File: src/hdl/slrl_pkg.sv
// ----------------------------------------------------------------------------
// slrl_pkg
// Shared widths, codes, control types and microcode for the sliding-log limiter.
// ----------------------------------------------------------------------------
package slrl_pkg;

	localparam int NOW_W     = 32;  // request time field
	localparam int COUNT_W   = 5;   // in_window_count field
	localparam int LIMIT_W   = 5;   // max_in_window register
	localparam int WINDOW_W  = 32;  // window_ticks register
	localparam int CFG_W     = 32;  // config write data
	localparam int CFG_IDX_W = 1;

	localparam logic [CFG_IDX_W-1:0] CFG_MAX_IN_WINDOW = 1'b0;
	localparam logic [CFG_IDX_W-1:0] CFG_WINDOW_TICKS  = 1'b1;

	localparam logic [LIMIT_W-1:0]  MAX_IN_WINDOW_RST = 5'd2;
	localparam logic [WINDOW_W-1:0] WINDOW_TICKS_RST  = 32'd1000;

	// program steps
	localparam int STEP_W = 2;
	localparam logic [STEP_W-1:0] STEP_IDLE   = 2'd0;
	localparam logic [STEP_W-1:0] STEP_READ   = 2'd1;
	localparam logic [STEP_W-1:0] STEP_CHECK  = 2'd2;
	localparam logic [STEP_W-1:0] STEP_FINISH = 2'd3;

	// jump conditions
	localparam int COND_W = 2;
	localparam logic [COND_W-1:0] COND_NO_REQ   = 2'd0;
	localparam logic [COND_W-1:0] COND_EMPTY    = 2'd1;
	localparam logic [COND_W-1:0] COND_FRESH    = 2'd2;
	localparam logic [COND_W-1:0] COND_OUT_BUSY = 2'd3;

	// one microcode word: jump to target when cond holds, else go to next and
	// perform the fall-through ops (accept, pop, finish); read is unconditional
	typedef struct packed {
		logic [COND_W-1:0] cond;
		logic [STEP_W-1:0] target;
		logic [STEP_W-1:0] next;
		logic              op_accept;
		logic              op_read;
		logic              op_pop;
		logic              op_finish;
	} ucode_t;

	// sequencer -> datapath
	typedef struct packed {
		logic ready;   // input side open
		logic take;    // request accepted this cycle
		logic read;    // read oldest entry
		logic pop;     // drop oldest entry
		logic finish;  // decide, append, load result
	} act_t;

	// datapath -> sequencer
	typedef struct packed {
		logic no_req;
		logic empty;
		logic fresh;
		logic out_busy;
	} stat_t;

	function automatic ucode_t ucode(input logic [STEP_W-1:0] step);
		ucode_t w;
		w = '0;
		case (step)
			STEP_IDLE: begin
				w.cond = COND_NO_REQ;   w.target = STEP_IDLE;   w.next = STEP_READ;
				w.op_accept = 1'b1;
			end
			STEP_READ: begin
				w.cond = COND_EMPTY;    w.target = STEP_FINISH; w.next = STEP_CHECK;
				w.op_read = 1'b1;
			end
			STEP_CHECK: begin
				w.cond = COND_FRESH;    w.target = STEP_FINISH; w.next = STEP_READ;
				w.op_pop = 1'b1;
			end
			STEP_FINISH: begin
				w.cond = COND_OUT_BUSY; w.target = STEP_FINISH; w.next = STEP_IDLE;
				w.op_finish = 1'b1;
			end
			default: begin
				w.cond = COND_NO_REQ;   w.target = STEP_IDLE;   w.next = STEP_IDLE;
			end
		endcase
		return w;
	endfunction

endpackage

File: src/hdl/slrl_seq.sv
// ----------------------------------------------------------------------------
// slrl_seq
// Microcode sequencer: step counter, control ROM and conditional jumps.
// ----------------------------------------------------------------------------
module slrl_seq
	import slrl_pkg::*;
(
	input  logic  clk,
	input  logic  arst_n,
	input  stat_t stat,
	output act_t  act
);

	logic [STEP_W-1:0] step_q;
	ucode_t            uw;
	logic              jump;

	assign uw = ucode(step_q);

	always_comb begin
		case (uw.cond)
			COND_NO_REQ:   jump = stat.no_req;
			COND_EMPTY:    jump = stat.empty;
			COND_FRESH:    jump = stat.fresh;
			COND_OUT_BUSY: jump = stat.out_busy;
			default:       jump = 1'b1;
		endcase
	end

	always_comb begin
		act.ready  = uw.op_accept;
		act.take   = uw.op_accept & ~jump;
		act.read   = uw.op_read;
		act.pop    = uw.op_pop & ~jump;
		act.finish = uw.op_finish & ~jump;
	end

	always_ff @(posedge clk or negedge arst_n) begin
		if (!arst_n) begin
			step_q <= STEP_IDLE;
		end else begin
			step_q <= jump ? uw.target : uw.next;
		end
	end

endmodule

File: config.mk
export PLATFORM = sky130hd
export DESIGN_NAME = slrl_seq
export DESIGN_NICKNAME = d
export VERILOG_FILES = /design/src/hdl/slrl_pkg.sv /design/src/hdl/slrl_seq.sv
export SDC_FILE = /design/constraint.sdc
export NUM_CORES = 1
export LEC_CHECK = 0
export BUFFER_PORTS_ARGS = -buffer_cell sky130_fd_sc_hd__clkbuf_2
export CORE_AREA = 3 3 40 42
export CTS_BUF_LIST = sky130_fd_sc_hd__clkbuf_8
export DETAILED_ROUTE_END_ITERATION = 6
export DIE_AREA = 0 0 43 45
export PLACE_DENSITY_LB_ADDON = 0.1
export SETUP_SLACK_MARGIN = 0.1
export SYNTH_ARGS = -nofsm -noshare
export SYNTH_HDL_FRONTEND = slang
export SYNTH_SLANG_ARGS = --single-unit
File: constraint.sdc
create_clock -name clk -period 2.9 [get_ports clk]
set_clock_uncertainty 0.15 [all_clocks]
set_input_delay 0.58 -clock clk [delete_from_list [all_inputs] [get_ports clk]]
set_output_delay 0.58 -clock clk [all_outputs]
set_load 0.05 [all_outputs]
After elaboration in Yosys (flattened, before gate mapping):

Index checks and enable logic that the tools add are counted.

* register bits after elaboration: 2
* input bits: 6
* logic and storage cells: 20

* equality and inequality tests: 6
* muxes and demuxes: 7
* bitwise logic cells: 4
* reductions and logical operators: 2

Operators by type and width (count)
* one-hot mux 6 bit (4 select lines): 1
* equality test 2 bit, second input constant: 4
* equality test 2 x 1 -> 1 bit, second input constant: 2
* zero test 2 bit: 2
* 2-to-1 mux 1 bit: 4
* one-hot mux 1 bit (4 select lines): 1
* bitwise AND 1 bit: 3
* 2-to-1 mux 2 bit: 1
* NOT 1 bit: 1

Longest topological paths before layout:

* depth in word-level cells: 6
* mapped depth: 2

Worst setup path after synthesis:

No wires, ideal clock.

* kind: input port to output port
* start: input stat[1] in the netlist's numbering
* end: output act[1] in the netlist's numbering
* data arrival time: 1.724 ns
* required time: 2.170 ns
* setup slack: 0.446 ns
* stages: 1
* buffers on the path: 0
* cells stage by stage: nor3b_1

* cells in the longest elaborated chain, start to end: 3

RTL lines
* start, declared: line slrl_seq.sv:10 `input stat_t stat,`
* one-hot mux 1 bit (4 select lines): line slrl_seq.sv:21 `case (uw.cond)`
* NOT 1 bit: line slrl_seq.sv:34 `act.pop = uw.op_pop & ~jump;`
* bitwise AND 1 bit: line slrl_seq.sv:34
* end, declared: line slrl_seq.sv:11 `output act_t act`

No other way between the ends.

==> flow_summary.yaml <==
global_routing:
  grt_pass1_wl_um: 614
  grt.total_usage: 0.0516
  antenna_found_initial: 0
  overflow: 0
  grt_pass1_vias: 160
  grt_start_max_net_pins: 8
clock_network:
  root_buffer: "clkbuf_8"
  cts_buffers: 3
  cts_tree: "yes"
  cts.sinks: 2
  clockBufferDepth: 2
  clk_latency_ns: 0.21
  cts_setup_buffers: 0
  htreeDepth: 1
  path_clk_slew_ns: 0.03
critical_path:
  slowest_delay_ns: 0.43
  crit_arrival_ns: 1.23
  worst_path_max_delay_cell: "dfrtp_1"
  setup.worst_path.start_class: "register"
  critPathMaxFanout: 7
  crit_type: "reg2out"
  r2r-start: "step_q[1]"
  path_cells: "nor2b_1 -> and2_1 -> clkbuf_2"
  cp-end-kind: "output port"
  crit_path_start: "step_q[1]"
  worst_ep_required_time_ns: 2.17
placed_design:
  placement.io_buffers: 10
  gp_congestion: 0.582
  dp_hpwl_um: 290
yosys:
  synth_top_flop_cell: "dfrtp_1"
  syn_area_per_cell_sq_um: 9.80
  synth_top_area_share: 0.426
  synth_area_sq_um: 118
  yosysWarningCount: 0
  synth_async_sr_flop_share: 1.00
  yosysTopAreaCell: "dfrtp_1"
  synth-edff-count: 0
  synth_top_cells_by_count: "dfrtp_1 (2), mux2i_1 (2)"
  syn_inst: 12
  ys_seq_area_frac: 0.426
  synthDistinctLibCells: 10
  ys_seq_elements: 2
  synth.area.top_cells: "dfrtp_1 (43%), mux2i_1 (17%), a22oi_1 (6.4%)"
  syn_nets: 18
drt:
  remaining_drc_errors: 0
  num_vias: 143
  ant_nets: 0
  wl_um: 360
  wire_per_inst_um: 8.78
  drtIter0Drc: 1
  first_pass_iters: 2
  via_per_inst: 3.49
sta:
  grt_setup_unrepaired: "false"
  min_period_ns: 1.96
  fmax_mhz: 511
  hold_ws_ns: 0.434
  worst_pin_slew_ns: 0.278
  maxSlewViolCount: 0
  fin_crit_sh: 0.675
  setup_viol: 0
  tns_ns: 0
  maxSlewHeadroom: 0.815
  finalHoldViolations: 0
die:
  core_area_sq_um: 1280
  rows: 13
  start_util: 0.0915
  top_level_ports: 11
  die_y_um: 45
  die_w_um: 43
  dieArea_sq_um: 1940
power:
  power.density_nw_per_um2: 1390
  max-vdd-ir-drop_v: 0.000184
  leakagePower_uw: 0.000123
worst_hold_path:
  hp-class: "in2reg"
  worstHoldStart: "stat[3]"
layout:
  syn_to_final_growth_pct: 102
  top_regs: "step_q: 2 flops"
  final_core_util: 0.185
  drive_gt1_frac: 0.500
  largest_reg_flops: 2
  fillCellCount: 151
  n_antenna_cell: 0
  top_register: "step_q"
  finalNetCount: 34
run_status:
  status: "finished clean"
flow_run:
  drv_cap: 0
stage by stage:
stage | setup slack [ns] | total power [uW] | cells | cell area (sq um)
after floorplan | 0.446 | 188 | 12 | 118
after global placement | 0.971 | 227 | 37 | 186
after detailed placement | 0.958 | 227 | 37 | 186
after CTS | 0.918 | 339 | 41 | 238
after global routing | 0.821 | 353 | 41 | 238
final | 0.944 | 331 | 41 | 238
cells in the final DEF (no fill, tap or decap):
master / netlist / final
a22oi_1: 1 / 1
nand2_1: 1 / 1
dlygate4sd3_1: 0 / 1
nor3_1: 1 / 1
mux2i_1: 2 / 2
dfrtp_1: 2 / 2
and2b_1: 1 / 1
nor2b_1: 1 / 1
nor3b_1: 1 / 1
and2_1: 1 / 1
nor2_1: 1 / 1
clkbuf_8: 0 / 3
clkbuf_2: 0 / 10
cell families (layout without fill, tap and decap cells):
logic type / Yosys count / in the layout / share of synthesized area
AO/OA/AOI/OAI: 1 / 1 / 0.0639
AND/OR/NAND/NOR: 7 / 7 / 0.340
flip-flops: 2 / 2 / 0.426
multiplexers: 2 / 2 / 0.170
buffers and inverters: 0 / 14 / 0
final timing paths:
check / end / slack (ns) / cells after the start
max in group asynchronous: step_q[1] / 1.96 / 2
worst max register to register: step_q[0] / 1.87 / 2
worst max-delay path: act[0] / 0.94 / 3
worst min register to register: step_q[1] / 0.45 / 1
worst min-delay path: step_q[0] / 0.43 / 2
min in group asynchronous: step_q[0] / 0.55 / 2
report_power, final:
| group | internal [uW] | switching, uW |
|---|---|---|
| clock | 87.6 | 20.0 |
| combinational | 46.4 | 110 |
| sequential | 42.0 | 24.9 |
| total | 176 | 155 |
timing repair:
action	4_1_cts	5_1_grt
endpoints found under the hold margin	2	0
resized for setup	0	0
hold buffers	1	0
per-layer routing:
metal / GRT usage / vias up / wire length (um)
li1: - / 70 / -
met4: 0.108 / 0 / 19
met5: 0 / - / 0
met2: 0.0599 / 6 / 190
met3: 0 / 2 / 15
met1: 0.0578 / 65 / 135
layout make-up:
| type | count | area (sq um) | share of cell area |
|---|---|---|---|
| multi-input combinational | 10 | 67.6 | 0.284 |
| tap | 15 | 18.8 | 0.0789 |
| sequential | 2 | 50.0 | 0.211 |
| clock buffer | 3 | 41.3 | 0.174 |
| timing repair buffer | 11 | 60.1 | 0.253 |
critical path: cells and delay by family (launching register included):
family / cells / cell delay [ns]
AND/OR/NAND/NOR: 2 / 0.32
buffers and inverters: 1 / 0.27
flip-flops: 1 / 0.43
(Power assumes the default switching activity.)
