### src/hdl/slrl_pkg.sv
// ----------------------------------------------------------------------------
// slrl_pkg
// Shared widths, codes, control types and microcode for the sliding-log limiter.
// ----------------------------------------------------------------------------
package slrl_pkg;

	localparam int NOW_W     = 32;  // request time field
	localparam int COUNT_W   = 5;   // in_window_count field
	localparam int LIMIT_W   = 5;   // max_in_window register
	localparam int WINDOW_W  = 32;  // window_ticks register
	localparam int CFG_W     = 32;  // config write data
	localparam int CFG_IDX_W = 1;

	localparam logic [CFG_IDX_W-1:0] CFG_MAX_IN_WINDOW = 1'b0;
	localparam logic [CFG_IDX_W-1:0] CFG_WINDOW_TICKS  = 1'b1;

	localparam logic [LIMIT_W-1:0]  MAX_IN_WINDOW_RST = 5'd2;
	localparam logic [WINDOW_W-1:0] WINDOW_TICKS_RST  = 32'd1000;

	// program steps
	localparam int STEP_W = 2;
	localparam logic [STEP_W-1:0] STEP_IDLE   = 2'd0;
	localparam logic [STEP_W-1:0] STEP_READ   = 2'd1;
	localparam logic [STEP_W-1:0] STEP_CHECK  = 2'd2;
	localparam logic [STEP_W-1:0] STEP_FINISH = 2'd3;

	// jump conditions
	localparam int COND_W = 2;
	localparam logic [COND_W-1:0] COND_NO_REQ   = 2'd0;
	localparam logic [COND_W-1:0] COND_EMPTY    = 2'd1;
	localparam logic [COND_W-1:0] COND_FRESH    = 2'd2;
	localparam logic [COND_W-1:0] COND_OUT_BUSY = 2'd3;

	// one microcode word: jump to target when cond holds, else go to next and
	// perform the fall-through ops (accept, pop, finish); read is unconditional
	typedef struct packed {
		logic [COND_W-1:0] cond;
		logic [STEP_W-1:0] target;
		logic [STEP_W-1:0] next;
		logic              op_accept;
		logic              op_read;
		logic              op_pop;
		logic              op_finish;
	} ucode_t;

	// sequencer -> datapath
	typedef struct packed {
		logic ready;   // input side open
		logic take;    // request accepted this cycle
		logic read;    // read oldest entry
		logic pop;     // drop oldest entry
		logic finish;  // decide, append, load result
	} act_t;

	// datapath -> sequencer
	typedef struct packed {
		logic no_req;
		logic empty;
		logic fresh;
		logic out_busy;
	} stat_t;

	function automatic ucode_t ucode(input logic [STEP_W-1:0] step);
		ucode_t w;
		w = '0;
		case (step)
			STEP_IDLE: begin
				w.cond = COND_NO_REQ;   w.target = STEP_IDLE;   w.next = STEP_READ;
				w.op_accept = 1'b1;
			end
			STEP_READ: begin
				w.cond = COND_EMPTY;    w.target = STEP_FINISH; w.next = STEP_CHECK;
				w.op_read = 1'b1;
			end
			STEP_CHECK: begin
				w.cond = COND_FRESH;    w.target = STEP_FINISH; w.next = STEP_READ;
				w.op_pop = 1'b1;
			end
			STEP_FINISH: begin
				w.cond = COND_OUT_BUSY; w.target = STEP_FINISH; w.next = STEP_IDLE;
				w.op_finish = 1'b1;
			end
			default: begin
				w.cond = COND_NO_REQ;   w.target = STEP_IDLE;   w.next = STEP_IDLE;
			end
		endcase
		return w;
	endfunction

endpackage

### src/hdl/slrl_ram.sv
// ----------------------------------------------------------------------------
// slrl_ram
// Generic simple dual-port RAM, one write and one read port, registered read.
// ----------------------------------------------------------------------------
module slrl_ram #(
	parameter int WIDTH = 32,
	parameter int DEPTH = 16
) (
	input  logic                                      clk,
	input  logic                                      we,
	input  logic [((DEPTH > 1) ? $clog2(DEPTH) : 1)-1:0] waddr,
	input  logic [WIDTH-1:0]                          wdata,
	input  logic                                      re,
	input  logic [((DEPTH > 1) ? $clog2(DEPTH) : 1)-1:0] raddr,
	output logic [WIDTH-1:0]                          rdata
);

	logic [WIDTH-1:0] mem [DEPTH];
	logic [WIDTH-1:0] rdata_q;

	always_ff @(posedge clk) begin
		if (we) begin
			mem[waddr] <= wdata;
		end
		if (re) begin
			rdata_q <= mem[raddr];
		end
	end

	assign rdata = rdata_q;

endmodule

### src/hdl/slrl_dp.sv
// ----------------------------------------------------------------------------
// slrl_dp
// Datapath: config registers, time ring, pointers, age compare, result register.
// ----------------------------------------------------------------------------
module slrl_dp
	import slrl_pkg::*;
#(
	parameter int RING_DEPTH = 16,
	parameter int TIME_BITS  = 32
) (
	input  logic                 clk,
	input  logic                 arst_n,
	input  act_t                 act,
	output stat_t                stat,
	input  logic                 cfg_we,
	input  logic [CFG_IDX_W-1:0] cfg_index,
	input  logic [CFG_W-1:0]     cfg_data,
	input  logic                 in_valid,
	input  logic [NOW_W-1:0]     in_now_time,
	output logic                 out_valid,
	input  logic                 out_ready,
	output logic                 out_allowed,
	output logic [COUNT_W-1:0]   out_count
);

	localparam int PTR_W = (RING_DEPTH > 1) ? $clog2(RING_DEPTH) : 1;
	localparam int CNT_W = $clog2(RING_DEPTH + 1);
	localparam int SUM_W = CNT_W + 1;
	localparam int LIM_W = (CNT_W > LIMIT_W) ? CNT_W : LIMIT_W;
	localparam int CMP_W = (TIME_BITS > WINDOW_W) ? TIME_BITS : WINDOW_W;

	logic [LIMIT_W-1:0]   max_q;
	logic [WINDOW_W-1:0]  window_q;
	logic [TIME_BITS-1:0] now_q;
	logic [PTR_W-1:0]     oldest_q;
	logic [CNT_W-1:0]     count_q;
	logic                 res_valid_q;
	logic                 res_allowed_q;
	logic [COUNT_W-1:0]   res_count_q;

	logic [TIME_BITS-1:0] stamp;
	logic [TIME_BITS-1:0] age;
	logic [PTR_W-1:0]     oldest_inc;
	logic [SUM_W-1:0]     tail_sum;
	logic [PTR_W-1:0]     tail_ptr;
	logic [LIM_W-1:0]     limit;
	logic                 grant;
	logic [CNT_W-1:0]     count_new;

	slrl_ram #(
		.WIDTH (TIME_BITS),
		.DEPTH (RING_DEPTH)
	) u_ring (
		.clk   (clk),
		.we    (act.finish & grant),
		.waddr (tail_ptr),
		.wdata (now_q),
		.re    (act.read),
		.raddr (oldest_q),
		.rdata (stamp)
	);

	// wrapping age of the oldest entry
	assign age = now_q - stamp;

	assign oldest_inc = (oldest_q == PTR_W'(RING_DEPTH - 1)) ? '0 : oldest_q + PTR_W'(1);

	always_comb begin
		tail_sum = SUM_W'(oldest_q) + SUM_W'(count_q);
		if (tail_sum >= SUM_W'(RING_DEPTH)) begin
			tail_sum = tail_sum - SUM_W'(RING_DEPTH);
		end
		tail_ptr = tail_sum[PTR_W-1:0];
	end

	// limit saturates at ring depth
	assign limit = (LIM_W'(max_q) > LIM_W'(RING_DEPTH)) ? LIM_W'(RING_DEPTH) : LIM_W'(max_q);
	assign grant = LIM_W'(count_q) < limit;
	assign count_new = grant ? count_q + CNT_W'(1) : count_q;

	always_comb begin
		stat.no_req   = ~in_valid;
		stat.empty    = (count_q == '0);
		stat.fresh    = CMP_W'(age) < CMP_W'(window_q);
		stat.out_busy = res_valid_q & ~out_ready;
	end

	always_ff @(posedge clk or negedge arst_n) begin
		if (!arst_n) begin
			max_q    <= MAX_IN_WINDOW_RST;
			window_q <= WINDOW_TICKS_RST;
		end else if (cfg_we) begin
			case (cfg_index)
				CFG_MAX_IN_WINDOW: max_q    <= cfg_data[LIMIT_W-1:0];
				CFG_WINDOW_TICKS:  window_q <= cfg_data[WINDOW_W-1:0];
				default: ;
			endcase
		end
	end

	always_ff @(posedge clk or negedge arst_n) begin
		if (!arst_n) begin
			oldest_q    <= '0;
			count_q     <= '0;
			res_valid_q <= 1'b0;
		end else begin
			if (act.pop) begin
				oldest_q <= oldest_inc;
				count_q  <= count_q - CNT_W'(1);
			end else if (act.finish) begin
				count_q <= count_new;
			end
			if (act.finish) begin
				res_valid_q <= 1'b1;
			end else if (out_ready) begin
				res_valid_q <= 1'b0;
			end
		end
	end

	always_ff @(posedge clk) begin
		if (act.take) begin
			now_q <= TIME_BITS'(in_now_time);
		end
		if (act.finish) begin
			res_allowed_q <= grant;
			res_count_q   <= COUNT_W'(count_new);
		end
	end

	assign out_valid   = res_valid_q;
	assign out_allowed = res_allowed_q;
	assign out_count   = res_count_q;

endmodule

### config.mk
export PLATFORM = sky130hd
export DESIGN_NAME = slrl_dp
export DESIGN_NICKNAME = d
export VERILOG_FILES = /design/src/hdl/slrl_pkg.sv /design/src/hdl/slrl_ram.sv /design/src/hdl/slrl_dp.sv
export SDC_FILE = /design/constraint.sdc
export NUM_CORES = 1
export LEC_CHECK = 0
export ABC_AREA = 1
export BUFFER_PORTS_ARGS = -buffer_cell sky130_fd_sc_hd__buf_2
export CAP_MARGIN = 10
export CELL_PAD_IN_SITES_DETAIL_PLACEMENT = 0
export CELL_PAD_IN_SITES_GLOBAL_PLACEMENT = 2
export CORE_MARGIN = 8
export CORE_UTILIZATION = 41
export CTS_CLUSTER_SIZE = 20
export DETAILED_ROUTE_END_ITERATION = 8
export GPL_ROUTABILITY_DRIVEN = 1
export GPL_TIMING_DRIVEN = 1
export PLACE_DENSITY_LB_ADDON = 0.1
export SLEW_MARGIN = 20
export SYNTH_ARGS = -nofsm -noshare
export SYNTH_HDL_FRONTEND = slang
export SYNTH_HIERARCHICAL = 1
export SYNTH_SLANG_ARGS = --single-unit
### constraint.sdc
create_clock -name clk -period 4.95 [get_ports clk]
set_clock_uncertainty 0.15 [all_clocks]
set_input_delay 0.7425 -clock clk [delete_from_list [all_inputs] [get_ports clk]]
set_output_delay 0.7425 -clock clk [all_outputs]
set_load 0.05 [all_outputs]
## Word level (Yosys, flattened, before mapping)

Memory sizes are Yosys's and may differ from the RTL's. A register that Yosys moved wholly into a read port is not among the register bits.
Cells that the tools add are included.

- Bits in registers: 85
- RAM bits: 512
- Input port bits: 75
- Output and inout port bits: 11
- Logic and storage cells: 40
- Memories kept: 1

- Add/sub/neg operators: 6
- $lt $le $gt $ge: 4
- Eq/ne operators: 1
- Multiplexer cells: 10
- Bitwise gates (word level): 5
- Reductions and logical operators: 5

Memories:

| name | depth | width | rd ports | clocked after memory_dff | write ports | line | text |
|---|---|---|---|---|---|---|---|
| u_ring.mem | 16 | 32 | 1 | 1 | 1 | slrl_ram.sv:18 | `logic [WIDTH-1:0] mem [DEPTH];` |

Operators with widths:

| cell | count |
|---|---|
| 32-bit less-than comparator | 1 |
| 32-bit subtractor | 1 |
| 5-bit 2-to-1 mux | 4 |
| 4-bit 2-to-1 mux | 2 |
| 4-bit by 5-bit adder with 6-bit output | 1 |
| 6-bit by 5-bit >= comparator with 1-bit output, second input constant | 1 |
| 5-bit by 1-bit adder with 5-bit output, second input constant | 1 |
| 5-bit greater-than comparator, second input constant | 1 |
| 5-bit logical NOT | 1 |
| 5-bit less-than comparator | 1 |
| 5-bit by 1-bit subtractor with 5-bit output, second input constant | 1 |
| 4-bit by 1-bit adder with 4-bit output, second input constant | 1 |
| 4-bit == test, second input constant | 1 |
| 1-bit 2-to-1 mux | 4 |
| 2-bit AND reduction | 2 |
| 2-bit nonzero test | 2 |
| 4-bit by 1-bit subtractor with 4-bit output, second input constant | 1 |
| 1-bit NOT | 3 |
| 1-bit bitwise AND | 2 |

## Longest topological paths before layout

- Depth after elaboration: 6
- Depth in mapped cells: 22
- Mapped depth without buffers: 22

## By module

The synthesis kept the hierarchy.

Modules (own cells, without submodules):

| module | instances | cells an instance | area each (um2) | seq. area each (um2) |
|---|---|---|---|---|
| slrl_ram | 1 | 2120 | 23050.9 | 16335.7 |
| slrl_dp | 1 | 942 | 6677.7 | 2326.0 |

## Worst setup path after synthesis

OpenSTA, ideal clock, no wires.

- Path kind: register -> output
- From: register now_q[0]
- To: output stat[1] (netlist bit)
- Data arrival time: 3.165 ns
- Data required time: 4.058 ns
- Setup slack: 0.892 ns
- Cell stages (with the launch flop): 23
- Path buffers: 0
- Path through: edfxtp_1 > inv_1 > ha_1 > inv_1 > fa_1 > nand3_1 > nand3_1 > nand2_1 > nand2_2 > nand2_1 > nand2_2 > nand2_1 > nand2_1 > nand2_1 > nand2_1 > ha_1 > nand2_1 > nor2_1 > nand2_1 > inv_1 > nand2_1 > nand2_1 > a21oi_1

RTL lines:

| what | line | text |
|---|---|---|
| start: declaration | slrl_dp.sv:34 | `logic [TIME_BITS-1:0] now_q;` |
| start signal: assignment | slrl_dp.sv:123 | `now_q <= TIME_BITS'(in_now_time);` |
| end: declaration | slrl_dp.sv:14 | `output stat_t stat,` |

==> results.md <==
* IO Pins at 86
* Hold Crit Class: in -> async
* Fin nets at 3343
* Static Leak at 15.3 nW
* H-tree Lvls at 3
* Register area at 18700 um2
* Design area at 33900 um2
* Horiz. Die Dim at 285 um
* Post-Syn Area at 29700 um2
* Synth warn at 6
* Ant. Diodes at 0
* FILL cells at 6738
* Critical path class: reg -> out
* Element type at the critical path end: output port
* Total grt overflow at 0
* Clock buffer count from CTS at 72
* Drt pass-1 iters at 5
* PD cells at 578 nW/um2
* Net count after synthesis at 3212
* Clk sink count at 629
* Area leader, netlist: edfxtp_1
* Syn avg cell area at 9.71 um2
* Worst r2r path cells at 13
* Worst r2r src: max_q[4]
* Final Slew Violations at 0
* Die H at 285 um
* Post-Place Cells at 4047
* Flop2flop setup slack at 1.30 ns
* Final setup viols at 0
* Post-synth top flop: edfxtp_1
* Tcrit/Tclk final at 0.935
* Core ar. at 71600 um2
* Peak Freq at 216 MHz
* Max transition margin at 0.269
* Detail Route Antenna Nets at 0
* Post-CTS Hold Buffers at 0
* Min Tclk post-route at 4.63 ns
* Area occupied by multi-input gates at 8190 um2
* Outcome: complete, no violations
* Total die area at 81400 um2
* Largest cells by area after synthesis: edfxtp_1 (59%), nand2_1 (12%), inv_1 (7.5%)
* Drt first-iter violations at 1621
* Final Hold Viols at 0
* Crit-path max cell delay at 0.45 ns
* CTS tree: done
* Mapped Cells at 3062
* DP Area at 31300 um2
* Worst path most repeated cell: nand2_1
* Largest net degree at the start of global routing at 133
* Startpoint types: flip-flop
* Vias per inst at 4.85
* WP data required at 4.06 ns
* # port buffers at 84
* Post-DP HPWL at 49200 um
* Register area share after synthesis at 0.628
* Non-Filler Instances at 4197
* Vias in the first global route at 19581
* Initial antenna violation count at 5
* CP Cell Sequence: inv_1 -> ha_1 -> inv_1 -> fa_1 -> nand3_1 -> nand3_1 -> nand2_1 -> nand2_2 -> nand2_1 -> nand2_2 -> nand2_2 -> nand2_1 -> nand2_1 -> nand2_1 -> ha_1 -> nand2_1 -> nor2_1 -> nand2_1 -> nor4_2 -> a21oi_1 -> clkbuf_4
* Slowest-stage cell, CP: edfxtp_1
* Crit path DAT at 3.74 ns
* Max Fanout on Critical Path at 4
* Placer Congestion at 0.777
* DR WL/cell at 19.6 um
* DRC viols at 0
* Root buf cell: clkbuf_16
* Worst vdd ir at 0.296 mV
* Reg2reg end: u_ring/mem[15][26]
* Via count at 20358
* Clk_lat worst skew at 0.61 ns
* Maxcap violations at 0
* Clock Path Buffers at 3
* Area growth syn-to-layout at 13.9%
* Ratio of cells with drive above 1 in the final layout at 0.106
* Initial core utilization at 0.415
* Share of the synthesized area in the top cell type at 0.588
* CTS clk-pin slew, worst paths at 0.06 ns
* Num rows at 98
* GRT Total Usage at 0.200
* Async S/R FF share, synth at 0.0747
* First-pass GRT wire length at 123000 um
* EDFF count, synth at 582
* Synth cell types at 38
* Flop and latch count out of synthesis at 629
* Routed WL at 82400 um
* Slew of the pin with the lowest slew margin at 1.10 ns
==> timing repair <==
action / CTS / global route
setup buffers: 0 / 22
resized for setup: 0 / 3
endpoints found under the setup margin: 0 / 1
==> Yosys cell counts (3+ instances only) <==
library cell and instances:
ha_1 73, inv_1 592, buf_4 6, a21oi_1 65
xor2_1 18, buf_6 30, buf_2 42, nor3_2 4
clkbuf_1 20, nand3_1 421, edfxtp_1 582, nand2_1 963
xnor2_1 6, nand4_1 6, a21oi_2 4, dfrtp_1 40
dfstp_2 7, o21ai_0 22, buf_1 14, nand2_2 22
nor2_1 92, inv_2 8, o21ai_1 3
==> layout by cell type, fill, tap and decap left out, drive strengths merged <==
cell type and instances:
bufinv 6, o21a 2, dfstp 7, nor3 6
nand3b 2, or2 1, inv 602, o21bai 1
clkbuf 94, nor2 94, nand3 423, o21ai 25
xnor2 6, a31oi 1, dfrtp 40, fa 2
clkinv 27, xor2 18, a21oi 69, buf 170
ha 73, clkinvlp 1, nand4 6, nand2 985
a21o 2, nor4 2, edfxtp 582
==> area by class of cell <==
class | count | area share
Clock buffer | 93 | 0.0568
Sequential cell | 629 | 0.552
Tap cell | 950 | 0.0351
Multi-Input combinational cell | 1718 | 0.242
Inverter | 601 | 0.0669
Clock inverter | 35 | 0.0112
Timing Repair Buffer | 171 | 0.0363
==> kinds of logic after synthesis <==
logic type,Yosys count,synth area share
fa+ha+maj,75,0.0321
compound gates,100,0.0178
buf+inv,715,0.101
xor+xnor,24,0.00707
simple gates,1519,0.214
flops,629,0.628
==> worst max-delay path by stage <==
stage | startpoint | end | slack [ns]
4_1_cts | now_q[18] | stat[1] | 0.13
3_3_place_gp | now_q[18] | stat[1] | 0.81
6_report | now_q[0] | stat[1] | 0.32
5_1_grt | now_q[0] | stat[1] | -0.02
3_5_place_dp | now_q[18] | stat[1] | 0.82
2_1_floorplan | now_q[0] | stat[1] | 0.89
==> state kept, by name, summed over array words and instances, names as in the netlist <==
name          flops
out_count         5
max_q             5
u_ring/rdata     32
out_allowed       1
u_ring/mem      512
count_q           5
now_q            32
oldest_q          4
out_valid         1
window_q         32
==> through the flow <==
stage / setup slack [ns] / hold WS (ns) / TNS (ns) / power, mW / util
2_1_floorplan: 0.892 / 0.297 / 0 / 12.0 / -
5_1_grt: -0.0177 / 0.0376 / -0.0177 / 20.9 / 0.473
6_report: 0.320 / 0.0122 / 0 / 19.6 / 0.473
3_5_place_dp: 0.821 / 0.323 / 0 / 14.6 / 0.438
4_1_cts: 0.129 / 0.100 / 0 / 19.8 / 0.470
3_3_place_gp: 0.815 / 0.322 / 0 / 14.5 / 0.438
==> where the power goes <==
group,switching (mW),internal [mW],total (mW)
Clock,2.13,3.07,5.20
Combinational,5.09,2.10,7.19
Sequential,0.319,6.88,7.20
==> critical path, delay by kind of cell (launching register included) <==
family / cells / cell delay [ns]
AOI/OAI and AO/OA: 1 / 0.11
adders and majority gates: 3 / 0.87
buffers and inverters: 3 / 0.40
DFF: 1 / 0.45
and+or+nand+nor: 14 / 1.29
==> per-layer routing <==
| layer | vias to the layer above | share of wire | track usage |
|---|---|---|---|
| li1 | 10050 | - | - |
| met1 | 9670 | 0.46 | 0.279 |
| met2 | 542 | 0.46 | 0.320 |
| met3 | 96 | 0.067 | 0.0422 |
| met4 | 0 | 0.019 | 0.0427 |
| met5 | - | 0 | 0 |
Note: power is estimated with default switching activity, not from simulation.
